$ cat src/msa_pkg.sv
package msa_pkg;

	// Width of the value fields on the ports.
	localparam int IO_WIDTH = 32;
	// Widest element the store can hold; values are sign-extended to this width.
	localparam int EXT_WIDTH = 64;

	// Default configuration.
	localparam int MAX_COUNT_DEF  = 64;
	localparam int DATA_WIDTH_DEF = 32;

	// Commands from the controller to the datapath.
	typedef struct packed {
		logic load_we;   // write the incoming element into the first buffer
		logic merge_we;  // write the merge winner into the destination buffer
		logic src_sel;   // buffer that holds the current runs (0 or 1)
		logic take_a;    // the left run supplies the next merged element
		logic out_load;  // load the output register with the source read
		logic out_last;  // the loaded beat is the final one of the set
		logic out_ovf;   // the set had elements dropped
	} cmd_t;

	// Status from the datapath to the controller.
	typedef struct packed {
		logic a_le_b;    // left head is not greater than right head
		logic out_busy;  // output register holds a beat that is not taken
	} stat_t;

endpackage

$ cat src/msa_ram.sv
module msa_ram #(
	parameter int WIDTH = 32,
	parameter int DEPTH = 64,
	localparam int ADDR_W = (DEPTH > 1) ? $clog2(DEPTH) : 1
) (
	input  logic              clk,
	input  logic              we,
	input  logic [ADDR_W-1:0] waddr,
	input  logic [WIDTH-1:0]  wdata,
	input  logic [ADDR_W-1:0] raddr0,
	input  logic [ADDR_W-1:0] raddr1,
	output logic [WIDTH-1:0]  rdata0,
	output logic [WIDTH-1:0]  rdata1
);

	logic [WIDTH-1:0] mem_q [DEPTH];

	// One write port and two registered read ports.
	always_ff @(posedge clk) begin
		if (we) begin
			mem_q[waddr] <= wdata;
		end
		rdata0 <= mem_q[raddr0];
		rdata1 <= mem_q[raddr1];
	end

endmodule

$ cat src/msa_dp.sv
module msa_dp #(
	parameter int MAX_COUNT = 64,
	parameter int DATA_WIDTH = 32,
	localparam int ADDR_W = $clog2(MAX_COUNT)
) (
	input  logic                                clk,
	input  logic                                arst_n,
	input  logic signed [msa_pkg::IO_WIDTH-1:0] in_value,
	input  msa_pkg::cmd_t                       cmd,
	output msa_pkg::stat_t                      stat,
	input  logic [ADDR_W-1:0]                   rd_addr0,
	input  logic [ADDR_W-1:0]                   rd_addr1,
	input  logic [ADDR_W-1:0]                   wr_addr,
	output logic                                out_valid,
	input  logic                                out_stall,
	output logic signed [msa_pkg::IO_WIDTH-1:0] out_value,
	output logic                                out_last,
	output logic                                overflow
);

	import msa_pkg::*;

	logic signed [EXT_WIDTH-1:0]  in_ext;
	logic signed [DATA_WIDTH-1:0] in_elem;
	logic signed [DATA_WIDTH-1:0] m0_rd0;
	logic signed [DATA_WIDTH-1:0] m0_rd1;
	logic signed [DATA_WIDTH-1:0] m1_rd0;
	logic signed [DATA_WIDTH-1:0] m1_rd1;
	logic signed [DATA_WIDTH-1:0] src_rd0;
	logic signed [DATA_WIDTH-1:0] src_rd1;
	logic signed [DATA_WIDTH-1:0] wr_data;
	logic signed [EXT_WIDTH-1:0]  out_ext;
	logic                         we0;
	logic                         we1;
	logic                         out_valid_q;
	logic [IO_WIDTH-1:0]          out_value_q;
	logic                         out_last_q;
	logic                         overflow_q;

	// Reduce the incoming value to the element width.
	assign in_ext  = EXT_WIDTH'(in_value);
	assign in_elem = in_ext[DATA_WIDTH-1:0];

	// Ping-pong buffers: one holds the runs, the other receives the merge.
	assign we0 = cmd.load_we || (cmd.merge_we && cmd.src_sel);
	assign we1 = cmd.merge_we && !cmd.src_sel;
	assign src_rd0 = cmd.src_sel ? m1_rd0 : m0_rd0;
	assign src_rd1 = cmd.src_sel ? m1_rd1 : m0_rd1;
	assign wr_data = cmd.load_we ? in_elem : (cmd.take_a ? src_rd0 : src_rd1);

	msa_ram #(
		.WIDTH (DATA_WIDTH),
		.DEPTH (MAX_COUNT)
	) u_buf0 (
		.clk    (clk),
		.we     (we0),
		.waddr  (wr_addr),
		.wdata  (wr_data),
		.raddr0 (rd_addr0),
		.raddr1 (rd_addr1),
		.rdata0 (m0_rd0),
		.rdata1 (m0_rd1)
	);

	msa_ram #(
		.WIDTH (DATA_WIDTH),
		.DEPTH (MAX_COUNT)
	) u_buf1 (
		.clk    (clk),
		.we     (we1),
		.waddr  (wr_addr),
		.wdata  (wr_data),
		.raddr0 (rd_addr0),
		.raddr1 (rd_addr1),
		.rdata0 (m1_rd0),
		.rdata1 (m1_rd1)
	);

	// Signed comparison of the two run heads.
	assign stat.a_le_b   = (src_rd0 <= src_rd1);
	assign stat.out_busy = out_valid_q && out_stall;

	// Sign-extend the emitted element back to the port width.
	assign out_ext = EXT_WIDTH'(src_rd0);

	// Output register valid flag.
	always_ff @(posedge clk or negedge arst_n) begin
		if (!arst_n) begin
			out_valid_q <= 1'b0;
		end else if (cmd.out_load) begin
			out_valid_q <= 1'b1;
		end else if (!out_stall) begin
			out_valid_q <= 1'b0;
		end
	end

	// Output beat payload.
	always_ff @(posedge clk) begin
		if (cmd.out_load) begin
			out_value_q <= out_ext[IO_WIDTH-1:0];
			out_last_q  <= cmd.out_last;
			overflow_q  <= cmd.out_ovf;
		end
	end

	assign out_valid = out_valid_q;
	assign out_value = out_value_q;
	assign out_last  = out_last_q;
	assign overflow  = overflow_q;

endmodule

$ cat config.mk
export PLATFORM = sky130hd
export DESIGN_NAME = msa_dp
export DESIGN_NICKNAME = d
export VERILOG_FILES = /design/src/msa_pkg.sv /design/src/msa_ram.sv /design/src/msa_dp.sv
export SDC_FILE = /design/constraint.sdc
export NUM_CORES = 2
export LEC_CHECK = 0
export BUFFER_PORTS_ARGS = -buffer_cell sky130_fd_sc_hd__buf_4
export CAP_MARGIN = 25
export CORE_ASPECT_RATIO = 1.4
export CORE_MARGIN = 4
export CORE_UTILIZATION = 55
export CTS_BUF_LIST = sky130_fd_sc_hd__clkbuf_4 sky130_fd_sc_hd__clkbuf_8
export CTS_CLUSTER_SIZE = 40
export DETAILED_ROUTE_END_ITERATION = 10
export MAX_ROUTING_LAYER = met4
export PLACE_DENSITY = 0.71
export RECOVER_POWER = 25
export SETUP_SLACK_MARGIN = 0.1
export SLEW_MARGIN = 20
export SYNTH_ARGS = -nofsm -noshare
export SYNTH_HDL_FRONTEND = slang
export SYNTH_HIERARCHICAL = 1
export SYNTH_SLANG_ARGS = --single-unit
$ cat constraint.sdc
create_clock -name clk -period 20.5 [get_ports clk]
set_clock_uncertainty 0.15 [all_clocks]
set_input_delay 3.075 -clock clk [delete_from_list [all_inputs] [get_ports clk]]
set_output_delay 3.075 -clock clk [all_outputs]
set_load 0.005 [all_outputs]
# Word level (Yosys, flattened, before mapping)
# Memories as Yosys holds them, arrays and structs flattened. A register that Yosys moved wholly into a read port is not among the register bits.
# Cells that the tools add are included.
dict set report op_classes {
  eq_ne 1
  n_reduce_logical 5
  n_mux 10
  order_cmp 1
}
# cell n
set ops {}
lappend ops {{32-bit two-way mux} 4}
lappend ops {{32-bit <= comparator} 1}
lappend ops {{1-bit two-way mux} 6}
lappend ops {{1-bit logical AND} 3}
lappend ops {{2-bit != test (second input constant)} 1}
lappend ops {{1-bit logical NOT} 1}
lappend ops {{1-bit logical OR} 1}
dict set report word_totals {
  wordCells 23
  ramBits 4096
  mem_count 2
  out_inout_bits 37
  ff_bits 35
}
# memory words word_bits read_ports rd_ports_with_merged_regs write_ports line_no
set mem_list {}
lappend mem_list {u_buf0.mem_q 64 32 2 2 1 msa_ram.sv:16} ;# logic [WIDTH-1:0] mem_q [DEPTH];
lappend mem_list {u_buf1.mem_q 64 32 2 2 1 msa_ram.sv:16}

# Depth between registers and ports, before layout
dict set report logic_depth {
  depth_word 4
  mapped_depth 10
  depth_no_buf 8
}

# Modules after synthesis
# The synthesis kept the hierarchy.
# mod n_inst area_each_um2 cells_per_inst seq_area_each_um2
set modules_own_cells {}
lappend modules_own_cells {msa_ram 2 95660.5 4412 62780.2}
lappend modules_own_cells {msa_dp 1 3100.5 338 1046.0}

# Worst setup path after synthesis
# No wires, ideal clock.
dict set report synth_timing {
  path_kind {input port to flip-flop}
  from {input port cmd[4] in the netlist's numbering}
  to {memory u_buf0.mem_q[0][17] (data pin)}
  setup_slack_ns 10.365
  path_stages 6
  t_arrival_ns 8.789
  t_required_ns 19.153
  setup_time_ns 1.197
  path_cell_list {buf_2 > buf_2 > mux2i_1 > nand2_1 > o21ai_0 > o21ai_0}
}
dict set report synth_between {
  elab_chain_len 3
  word_cells_on_any_way 4
}
# item line_no
set synth_rtl {}
lappend synth_rtl {{from (decl)} msa_dp.sv:9} ;# input msa_pkg::cmd_t cmd,
lappend synth_rtl {{32-bit two-way mux, on equally long branches} {msa_dp.sv:48, msa_dp.sv:47}}
lappend synth_rtl {{32-bit two-way mux (*) (2 in series)} msa_dp.sv:49} ;# assign wr_data = cmd.load_we ? in_elem : (cmd.take_a ? src_rd0 : src_rd1);
lappend synth_rtl {{via wr_data[17]} msa_dp.sv:31} ;# logic signed [DATA_WIDTH-1:0] wr_data;
lappend synth_rtl {{to (decl)} msa_ram.sv:16}
# Mark *: on every way through the listed nets, which the timed path passes. The rest lies on a longest branch.

==> impl_metrics.tcl <==
set metrics [dict create \
    clockBufferDepth 4 \
    crit_end "stat[1]" \
    synth_area_leaders "edfxtp_1 64%, mux4_2 26%, mux2i_1 2.3%, dfxtp_1 1.3%, a22oi_1 0.66%" \
    cts_resized 0 \
    grt_max_degree 129 \
    post-route-min-period_ns 12.15 \
    rr_worst_depth 5 \
    syn_area_um2 194000 \
    critPathMaxFanout 66 \
    die_w_um 510 \
    critPathLaunch "cmd[4]" \
    dr.first_iter.drc_count 16315 \
    grt_pass1_vias 112172 \
    endpoint_kind "primary output" \
    start_util_pct 55.2 \
    synth_edf_count 4130 \
    syn_to_final_growth_pct 10.2 \
    detail-route-antenna-nets 0 \
    cp.arrival_ns 8.93 \
    synth_top_flop_cell "edfxtp_1" \
    layout_common_cells "4130 x edfxtp_1, 2248 x mux4_2, 700 x clkbuf_8, 440 x mux2i_1, 332 x buf_4" \
    clkTransAtPathRegs_ns 0.07 \
    pre_cts_ws_ns 10.90 \
    violations "capacitance limit, slew limit" \
    fillers 24389 \
    nets 9618 \
    hold_viol_final 0 \
    crit_type "primary input to primary output" \
    clock_latency_ns 1.14 \
    routed_wl_um 615000 \
    status "finished, violations left" \
    grt_remaining_overflow 0 \
    ys_types 49 \
    min_period_over_period_pct 59.3 \
    drive_gt1_share_pct 38.8 \
    fin_setup_tns_ns 0 \
    hold_ws_ns 0.436 \
    yosysWarnings 6 \
    vias 109810 \
    tritoncts "done" \
    rr_endpoint "u_buf1/mem_q[60][1]$_DFFE_PP_" \
    syn_avg_cell_area_um2 21.2 \
    gp_congestion 0.896 \
    cts_buffers 639 \
    place_area_um2 202000 \
    setup_slack_ns 8.35 \
    row_count 258 \
    synthCells 9162 \
    power.density_nw_per_um2 88.0 \
    fin_area_um2 214000 \
    design.die.area_um2 363000 \
    leakagePower_uw 0.0674 \
    worst_pin_slew_ns 5.19 \
    grt_pass1_wl_um 859000 \
    hold_class "register to register" \
    firstDrtPassIters 9 \
    design.core.area_um2 353000 \
    antenna_found_initial 53 \
    yosys.area.top_type "edfxtp_1" \
    cts_max_level 6 \
    fmax_ghz 0.0823 \
    place_hpwl_um 370000 \
    peakVddDrop_uv 52.7 \
    setup_violations 0 \
    rsz0062_at_grt "no" \
    drv_cap 54 \
    track_usage_pct 34.9 \
    cts_root_buf "clkbuf_8" \
    fp.dieH_um 711 \
    maxSlewViolCount 2239 \
    reg2reg_slack_ns 12.89 \
    async_flop_share_pct 0.0235 \
    wire_per_inst_um 41.7 \
    synth_top_area_share_pct 63.8 \
    final_common_cell "edfxtp_1" \
    ios 97 \
    cts-hold-fix-buffers 0 \
    syn-num-nets 9254 \
    drc_errors 0 \
    post-cts-setup-buffer-count 0 \
    clock-sinks 4259 \
    relSlewSlack_pct -246 \
    r2r_start "u_buf1/rdata0[1]$_DFF_P_" \
    viasPerCell 7.45 \
    io_buffers 96 \
    ys_ff_latch 4259 \
    required_ns 17.28 \
    cp-start-kind "primary input" \
    seq_area_frac_synth_pct 65.1 \
]
==> Yosys cell counts, types with 16 or more instances <==
| master | n |
|---|---|
| a211oi_1 | 30 |
| a21oi_1 | 131 |
| a221oi_1 | 26 |
| a22oi_1 | 170 |
| a32oi_1 | 18 |
| buf_1 | 50 |
| buf_2 | 248 |
| buf_4 | 111 |
| buf_6 | 22 |
| clkbuf_1 | 283 |
| dfxtp_1 | 128 |
| edfxtp_1 | 4130 |
| ha_1 | 32 |
| mux2_2 | 104 |
| mux2i_1 | 440 |
| mux4_2 | 2248 |
| nand2_1 | 259 |
| nand2b_1 | 16 |
| nand3_1 | 21 |
| nor2_1 | 189 |
| nor2b_1 | 39 |
| o211ai_1 | 55 |
| o21ai_0 | 105 |
| o21ai_1 | 62 |
| o221ai_1 | 32 |
| o22ai_1 | 112 |
| o32a_1 | 18 |
==> per-stage QoR <==
stage	total power, µW	instances	util [%]
6_report	18900	14746	60.8
5_1_grt	19400	14734	60.8
4_1_cts	18900	14690	60.9
3_5_place_dp	11900	13556	57.2
3_3_place_gp	11800	13550	57.2
2_1_floorplan	11200	9162	-
==> logic make-up (layout without fill, tap and decap cells) <==
group / Yosys count / count (layout) / share of synthesized area, %
compound gates: 772 / 772 / 2.60
flops: 4259 / 4259 / 65.1
fa+ha+maj: 32 / 32 / 0.206
other cells: 0 / 47 / 0
simple gates: 586 / 586 / 1.31
mux: 2793 / 2793 / 28.9
buf+inv: 720 / 1577 / 1.85
==> state kept, by name, summed over array words and instances, names as in the netlist <==
signal         flops
u_buf0/mem_q    2048
u_buf1/mem_q    2048
out_value         32
u_buf0/rdata0     32
u_buf0/rdata1     32
u_buf1/rdata0     32
u_buf1/rdata1     32
out_last           1
out_valid          1
overflow           1
==> critical path, cell delays in order <==
cell and delay [ns]:
clkbuf_1 2.86, mux2i_1 0.50, ha_1 0.52, nand4_1 0.16
nor4_1 0.64, a211o_1 0.28, a21oi_2 0.07, mux2_1 0.53
buf_4 0.23
==> report_power, final <==
group | internal [µW] | leakage (µW) | switching (µW)
combinational | 635 | 0.0223 | 1140
clock | 3780 | 0.00678 | 3340
sequential | 9840 | 0.0384 | 113
==> cell type report <==
type / count / area [µm²] / area share (%)
diodes: 47 / 118 / 0.0549
clock buffers: 894 / 11100 / 5.18
clock inverters: 240 / 1760 / 0.822
inverters: 6 / 22.5 / 0.0105
multi-input cells: 4183 / 65300 / 30.5
flip-flops and latches: 4259 / 127000 / 59.1
well taps: 4680 / 5860 / 2.73
repair buffers: 437 / 3530 / 1.65
==> routing by layer <==
layer / up-vias / wire, µm / track usage (%)
met3: 2053 / 73300 / 8.93
li1: 41113 / - / -
met2: 8348 / 299000 / 53.9
met1: 58296 / 199000 / 42.5
met4: 0 / 43000 / 18.9
met5: - / 0 / -
==> worst min path at each step <==
stage | start | to | depth (start not counted)
final | u_buf0/rdata0[12]$_DFF_P_ | out_value[12]$_DFFE_PP_ | 1
after detailed placement | u_buf0/rdata0[12]$_DFF_P_ | out_value[12]$_DFFE_PP_ | 1
after floorplan | u_buf0/rdata0[0]$_DFF_P_ | out_value[0]$_DFFE_PP_ | 2
after global placement | u_buf0/rdata0[12]$_DFF_P_ | out_value[12]$_DFFE_PP_ | 1
after CTS | u_buf0/rdata0[12]$_DFF_P_ | out_value[12]$_DFFE_PP_ | 1
after global routing | u_buf0/rdata0[1]$_DFF_P_ | out_value[1]$_DFFE_PP_ | 1
(Power assumes the default switching activity.)
