[src/msa_pkg.sv]
package msa_pkg;

	// Width of the value fields on the ports.
	localparam int IO_WIDTH = 32;
	// Widest element the store can hold; values are sign-extended to this width.
	localparam int EXT_WIDTH = 64;

	// Default configuration.
	localparam int MAX_COUNT_DEF  = 64;
	localparam int DATA_WIDTH_DEF = 32;

	// Commands from the controller to the datapath.
	typedef struct packed {
		logic load_we;   // write the incoming element into the first buffer
		logic merge_we;  // write the merge winner into the destination buffer
		logic src_sel;   // buffer that holds the current runs (0 or 1)
		logic take_a;    // the left run supplies the next merged element
		logic out_load;  // load the output register with the source read
		logic out_last;  // the loaded beat is the final one of the set
		logic out_ovf;   // the set had elements dropped
	} cmd_t;

	// Status from the datapath to the controller.
	typedef struct packed {
		logic a_le_b;    // left head is not greater than right head
		logic out_busy;  // output register holds a beat that is not taken
	} stat_t;

endpackage

[src/msa_ctrl.sv]
module msa_ctrl #(
	parameter int MAX_COUNT = 64,
	localparam int ADDR_W = $clog2(MAX_COUNT),
	localparam int CNT_W = $clog2(MAX_COUNT + 1)
) (
	input  logic              clk,
	input  logic              arst_n,
	input  logic              in_valid,
	input  logic              in_last,
	output logic              in_stall,
	input  msa_pkg::stat_t    stat,
	output msa_pkg::cmd_t     cmd,
	output logic [ADDR_W-1:0] rd_addr0,
	output logic [ADDR_W-1:0] rd_addr1,
	output logic [ADDR_W-1:0] wr_addr
);

	import msa_pkg::*;

	localparam int WID_W = CNT_W + 1;
	localparam int SUM_W = CNT_W + 2;

	localparam logic [2:0] ST_LOAD     = 3'd0;
	localparam logic [2:0] ST_WCHK     = 3'd1;
	localparam logic [2:0] ST_LCHK     = 3'd2;
	localparam logic [2:0] ST_RD       = 3'd3;
	localparam logic [2:0] ST_CMP      = 3'd4;
	localparam logic [2:0] ST_EMIT_RD  = 3'd5;
	localparam logic [2:0] ST_EMIT_OUT = 3'd6;

	logic [2:0]       state_q;
	logic [CNT_W-1:0] cnt_q;
	logic             dropped_q;
	logic [CNT_W-1:0] n_q;
	logic [WID_W-1:0] width_q;
	logic [CNT_W-1:0] lo_q;
	logic [CNT_W-1:0] mid_q;
	logic [CNT_W-1:0] hi_q;
	logic [CNT_W-1:0] a_q;
	logic [CNT_W-1:0] b_q;
	logic [CNT_W-1:0] k_q;
	logic             src_q;

	logic             accept;
	logic             room;
	logic [SUM_W-1:0] lo_mid;
	logic [SUM_W-1:0] lo_hi;
	logic [CNT_W-1:0] mid_min;
	logic [CNT_W-1:0] hi_min;
	logic             a_left;
	logic             b_left;
	logic             take_a;
	logic [CNT_W-1:0] k_next;
	logic             emitting;

	assign accept = in_valid && (state_q == ST_LOAD);
	assign room   = cnt_q < CNT_W'(MAX_COUNT);
	assign in_stall = (state_q != ST_LOAD);

	// Bounds of the next pair of runs, clipped to the set size.
	assign lo_mid  = SUM_W'(lo_q) + SUM_W'(width_q);
	assign lo_hi   = SUM_W'(lo_q) + SUM_W'({width_q, 1'b0});
	assign mid_min = (lo_mid < SUM_W'(n_q)) ? CNT_W'(lo_mid) : n_q;
	assign hi_min  = (lo_hi < SUM_W'(n_q)) ? CNT_W'(lo_hi) : n_q;

	// Merge choice: the left run wins ties and takes over once the right is empty.
	assign a_left = a_q < mid_q;
	assign b_left = b_q < hi_q;
	assign take_a = a_left && (!b_left || stat.a_le_b);
	assign k_next = k_q + CNT_W'(1);

	assign emitting = (state_q == ST_EMIT_RD) || (state_q == ST_EMIT_OUT);

	// Command and address outputs to the datapath.
	always_comb begin
		cmd.load_we  = accept && room;
		cmd.merge_we = (state_q == ST_CMP);
		cmd.src_sel  = src_q;
		cmd.take_a   = take_a;
		cmd.out_load = (state_q == ST_EMIT_OUT) && !stat.out_busy;
		cmd.out_last = (k_next == n_q);
		cmd.out_ovf  = dropped_q;
		rd_addr0 = emitting ? k_q[ADDR_W-1:0] : a_q[ADDR_W-1:0];
		rd_addr1 = b_q[ADDR_W-1:0];
		wr_addr  = (state_q == ST_LOAD) ? cnt_q[ADDR_W-1:0] : k_q[ADDR_W-1:0];
	end

	// Sequencer: load, merge passes of doubling width, then emit.
	always_ff @(posedge clk or negedge arst_n) begin
		if (!arst_n) begin
			state_q   <= ST_LOAD;
			cnt_q     <= '0;
			dropped_q <= 1'b0;
			n_q       <= '0;
			width_q   <= '0;
			lo_q      <= '0;
			mid_q     <= '0;
			hi_q      <= '0;
			a_q       <= '0;
			b_q       <= '0;
			k_q       <= '0;
			src_q     <= 1'b0;
		end else begin
			unique case (state_q)
				ST_LOAD: begin
					if (accept) begin
						if (room) begin
							cnt_q <= cnt_q + CNT_W'(1);
						end else begin
							dropped_q <= 1'b1;
						end
						if (in_last) begin
							n_q     <= room ? cnt_q + CNT_W'(1) : cnt_q;
							width_q <= WID_W'(1);
							src_q   <= 1'b0;
							state_q <= ST_WCHK;
						end
					end
				end
				ST_WCHK: begin
					if (width_q < WID_W'(n_q)) begin
						lo_q    <= '0;
						state_q <= ST_LCHK;
					end else begin
						k_q     <= '0;
						state_q <= ST_EMIT_RD;
					end
				end
				ST_LCHK: begin
					if (lo_q < n_q) begin
						mid_q   <= mid_min;
						hi_q    <= hi_min;
						a_q     <= lo_q;
						b_q     <= mid_min;
						k_q     <= lo_q;
						state_q <= ST_RD;
					end else begin
						width_q <= {width_q[WID_W-2:0], 1'b0};
						src_q   <= ~src_q;
						state_q <= ST_WCHK;
					end
				end
				ST_RD: begin
					state_q <= ST_CMP;
				end
				ST_CMP: begin
					k_q <= k_next;
					if (take_a) begin
						a_q <= a_q + CNT_W'(1);
					end else begin
						b_q <= b_q + CNT_W'(1);
					end
					if (k_next == hi_q) begin
						lo_q    <= hi_q;
						state_q <= ST_LCHK;
					end else begin
						state_q <= ST_RD;
					end
				end
				ST_EMIT_RD: begin
					state_q <= ST_EMIT_OUT;
				end
				ST_EMIT_OUT: begin
					if (!stat.out_busy) begin
						if (k_next == n_q) begin
							cnt_q     <= '0;
							dropped_q <= 1'b0;
							state_q   <= ST_LOAD;
						end else begin
							k_q     <= k_next;
							state_q <= ST_EMIT_RD;
						end
					end
				end
				default: begin
					state_q <= ST_LOAD;
				end
			endcase
		end
	end

endmodule

[config.mk]
export PLATFORM = sky130hd
export DESIGN_NAME = msa_ctrl
export DESIGN_NICKNAME = d
export VERILOG_FILES = /design/src/msa_pkg.sv /design/src/msa_ctrl.sv
export SDC_FILE = /design/constraint.sdc
export NUM_CORES = 1
export LEC_CHECK = 0
export ABC_AREA = 1
export BUFFER_PORTS_ARGS = -buffer_cell sky130_fd_sc_hd__buf_4
export CORE_MARGIN = 2
export CORE_UTILIZATION = 35
export CTS_BUF_LIST = sky130_fd_sc_hd__clkbuf_4 sky130_fd_sc_hd__clkbuf_8
export DETAILED_ROUTE_END_ITERATION = 10
export SLEW_MARGIN = 10
export SYNTH_ARGS = -nofsm -noshare
export SYNTH_HDL_FRONTEND = slang
export SYNTH_SLANG_ARGS = --single-unit
[constraint.sdc]
create_clock -name clk -period 7.7 [get_ports clk]
set_clock_uncertainty 0.05 [all_clocks]
set_input_delay 1.155 -clock clk [delete_from_list [all_inputs] [get_ports clk]]
set_output_delay 1.155 -clock clk [all_outputs]
set_load 0.1 [all_outputs]
Word level (Yosys, flattened, before mapping)
Index checks and enable logic that the tools add are counted.
Word-level totals
  memories kept: 0
  memory bits (writable): 0
  latch bits: 0
  bits in registers: 69
  logic and storage cells: 115
  bits of input ports: 6
  ROM bits: 0
Cells by class
  divide/modulo/power cells: 0
  muxes and demuxes: 43
  bitwise operators: 1
  reductions and logical operators: 25
  equality and inequality tests: 21
  shift operators: 0
  add/subtract/negate cells: 6
  multiply operators: 0
  magnitude comparators: 7
Operators by type and width (number)
  2-to-1 mux 7 bit: 15
  case mux 7 bit (2 select lines): 4
  adder 7 x 1 -> 7 bit (second input constant): 4
  case mux 7 bit (4 select lines): 1
  2-to-1 mux 8 bit: 3
  inequality test 2 bit (second input constant): 11
  < comparator 7 bit: 3
  case mux 3 bit (7 select lines): 1
  < comparator 9 x 7 -> 1 bit: 2
  case mux 8 bit (2 select lines): 1
  2-to-1 mux 3 bit: 5
  AND reduction 3 bit: 5
  == test 7 bit: 2
  2-to-1 mux 6 bit: 2
  AND reduction 5 bit: 2
  adder 7 x 8 -> 9 bit: 1
  adder 7 x 9 -> 9 bit: 1
  == test 3 bit (second input constant): 3
  < comparator 8 x 7 -> 1 bit: 1
  2-to-1 mux 1 bit: 8
  AND reduction 4 bit: 2
  nonzero test 2 bit: 4
  < comparator 7 bit (second input constant): 1
  == test 3 x 2 -> 1 bit (second input constant): 2
  other kinds (12): 19

Longest topological paths before layout
  word-level depth: 6
  gate-level depth with buffers: 20
  depth with buffers taken out: 20

Least setup slack after synthesis
OpenSTA, ideal clock, no wires.
  kind: register -> output
  start: register state_q[2]
  end: output rd_addr0[0]
  cell stages (with the launch flop): 9
  path slack: 3.297 ns
  arrival time: 3.198 ns
  required time: 6.495 ns
  cell sequence: dfrtp_1 > inv_2 > nor2_1 > inv_2 > nor2_4 > inv_2 > o21ai_1 > buf_2 > o21ai_0
On the way
  word-level cells in the longest chain between the ends: 3
  elaborated cells on any way between the ends: 4
  classes of those cells: eq/ne (2); mux (1); reduce/logical (1)
RTL lines
  start, declared: line msa_ctrl.sv:31  | logic [2:0] state_q;
  start signal, assigned: line msa_ctrl.sv:91  | state_q <= ST_LOAD;
  start signal, assigned: line msa_ctrl.sv:116  | state_q <= ST_WCHK;
  start signal, assigned: line msa_ctrl.sv:123  | state_q <= ST_LCHK;
  == test 3 bit: line msa_ctrl.sv:72  | assign emitting = (state_q == ST_EMIT_RD) || (state_q == ST_EMIT_OUT);
  logical OR 1 bit (*): line msa_ctrl.sv:72
  2-to-1 mux 6 bit (*): line msa_ctrl.sv:83  | rd_addr0 = emitting ? k_q[ADDR_W-1:0] : a_q[ADDR_W-1:0];
  end, declared: line msa_ctrl.sv:13  | output logic [ADDR_W-1:0] rd_addr0,
Every way passes the cells marked *; elsewhere a longest branch is shown, timed or not.

==> key figures <==
Run status
  – Status: complete, no violations

Synth
  – Yosys warning count: 0
  – Synth Register Bits: 69
  – Top-area cell type share of the netlist area: 30.9%
  – Post-synthesis cell area: 5580 sq um
  – Avg Cell Area, Syn: 7.11 sq um
  – Cells after Synth: 785
  – Synth cell types: 42
  – Area contributors post-synth: dfrtp_1 (31%), nand2_1 (17%), ha_1 (12%)
  – Syn_nets: 846
  – Sequential-to-total area share from yosys stat: 30.9%
  – Synth area leader: dfrtp_1

STA
  – Slew Limit Fails: 0
  – Period Utilization, post-route: 47.6%
  – Slew HR: 38.5%
  – Setup tns final: 0 ps
  – Tmin final: 3660 ps
  – Hold Vio Cnt, Final: 0
  – Fmax: 0.273 GHz
  – Worst Slack Setup Final: 4040 ps
  – Worst-margin pin slew: 922 ps
  – Final setup vio count: 0
  – RSZ-0062 raised after global routing: false

Route
  – Routed Antenna Nets: 0
  – DRC viols: 0
  – Initial DRC Count: 346
  – Routed wire per std cell: 15.6 um
  – Drt via density: 4.95
  – DRT Pass-1 Iters: 8
  – Vias: 5059
  – Total routed wirelength: 15900 um

Placement
  – Hpwl dp: 12000 um
  – Post-placement cell count: 1007
  – IO buf count: 31
  – GP Congestion: 0.935
  – Dpl ws: 4410 ps

Clocking
  – Total setup buffers inserted after CTS: 0
  – CTS Root Cell: clkbuf_8
  – CTS tree: yes
  – H-tree depth: 3
  – Clk pin slew, worst setup/hold paths: 80 ps
  – CTS buffer count: 9
  – Bufs on Longest Clock Path: 2
  – Clk_lat worst skew: 370 ps
  – Sink Count: 69
  – Hold-fix buffers at CTS: 0
  – CTS resizes: 0

Critical path
  – CP Capture Type: primary output
  – Crit path DAT: 2460 ps
  – Crit Path Class: register to primary output
  – Worst Setup Start Kind: register
  – Req. time, crit path: 6490 ps
  – Crit-path max FO: 9

Global route
  – Vias in the first global route: 4827
  – Largest net degree at the start of global routing: 70
  – Global route overflow: 0
  – Overall routing resource usage: 19.9%
  – First-pass GRT wire length: 25900 um
  – Antenna violations before repair: 0

Hold path
  – Worst Hold Class: register to register

Final layout
  – Nets: 863
  – Fin cells: 1023
  – Layout area overhead: 9.73%
  – Max reg flops: 8
  – ANT cells: 0
  – Largest Register: width_q
  – Share of layout cells above drive strength 1: 11.4%

Die
  – Core Box Area: 15700 sq um
  – Die area: 17000 sq um
  – Io pins: 32
  – Row Count: 46
  – Die Span Y: 130 um
  – DIE WIDTH: 130 um
  – Starting Density: 35.5%

Power and ir drop
  – Peak supply drop: 0.0672 mV
  – Leakage: 3.10 nW
  – Power Density: 111 nW/um^2
  – Tot Pwr: 0.000681 W

Run
  – Max Cap Violations: 0
-- report_power, final --
| part | switching, W | total (W) | internal, W | leakage, nW |
|---|---|---|---|---|
| clock | 0.000152 | 0.000309 | 0.000157 | 0.0943 |
| combinational | 0.00000789 | 0.00000952 | 0.00000163 | 2.24 |
| sequential | 0 | 0.000362 | 0.000362 | 0.767 |
-- layout make-up --
| cell class | count | area (sq um) |
|---|---|---|
| Inverter | 95 | 357 |
| Tap cell | 216 | 270 |
| Multi-Input combinational cell | 596 | 3340 |
| Timing Repair Buffer | 31 | 233 |
| Clock buffer | 10 | 138 |
| Sequential cell | 69 | 1730 |
| Fill cell | 1682 | 9590 |
| Clock inverter | 6 | 62.6 |
-- stage by stage --
step                util, %  instance area [sq um]  hold WS, ps
floorplan                 -                   5580          399
global placement       37.7                   5930          444
detailed placement     37.7                   5930          440
CTS                    39.0                   6130          463
finish                 39.0                   6130          461
global route           39.0                   6130          472
-- synth_stat cells (all sizes together) --
library cell	count
nand4	16
dfrtp	69
o211a	1
o21ai	65
o22ai	10
or2	5
fa	2
ha	53
o21bai	1
buf	22
inv	95
o2111ai	1
xor2	17
nand3b	8
nor2	33
and3	1
o21a	1
nand2	267
a22o	1
a21oi	25
and2	1
nor4	1
nor3b	1
o211ai	1
nor3	5
xnor2	7
nand3	70
clkbuf	3
a211o	1
a31oi	2
-- path summary, 6_finish.rpt --
kind / from / endpoint / slack, ps / cells after the start
min in group asynchronous: arst_n / a_q[3] / 850 / 1
max reg2reg: lo_q[1] / b_q[4] / 4370 / 18
min reg2reg: mid_q[0] / mid_q[0] / 460 / 2
max: k_q[0] / cmd[1] / 4040 / 10
min: mid_q[0] / mid_q[0] / 460 / 2
max in group asynchronous: arst_n / cnt_q[4] / 6130 / 1
-- layout by cell type (no fill, tap or decap), types with 5 or more instances in the layout --
cell,count
nand2_1,260
inv_1,84
nand3_1,69
dfrtp_1,69
o21ai_0,53
ha_1,53
buf_4,31
a21oi_1,25
nor2_1,23
xor2_1,16
nand4_1,15
inv_2,11
o22ai_1,10
clkbuf_8,10
o21ai_2,9
nand3b_1,8
nor2_2,7
xnor2_1,7
nand2_2,6
or2_2,5
nor3_1,5
-- layer usage --
metal | vias up | share of wire, % | GRT usage, % | routed length, um
met3 | 25 | 4.8 | 3.53 | 758
met1 | 2328 | 48 | 27.4 | 7560
li1 | 2587 | - | - | -
met4 | 0 | 2.1 | 6.51 | 339
met5 | - | 0 | 0 | 0
met2 | 119 | 46 | 31.8 | 7250
-- worst max-delay path, stage by stage (launching register included) --
cell	delay, ps
dfrtp_1	580
ha_1	340
nand3_1	90
nand2_1	100
nand2_1	140
nand2_1	110
nand3_1	90
nor2_2	130
nand3_1	120
inv_1	100
buf_4	290
-- cell families (layout without fill, tap and decap cells) --
family,Yosys count,in the layout,share of synthesized area [%]
xor gates and xnor gates,24,24,3.90
AOI/OAI and AO/OA,109,109,11.1
DFF,69,69,30.9
buffers and inverters,120,142,9.26
adders and majority gates,55,55,12.6
and+or+nand+nor,408,408,32.3
No activity file was read; power rests on OpenSTA's default activity.
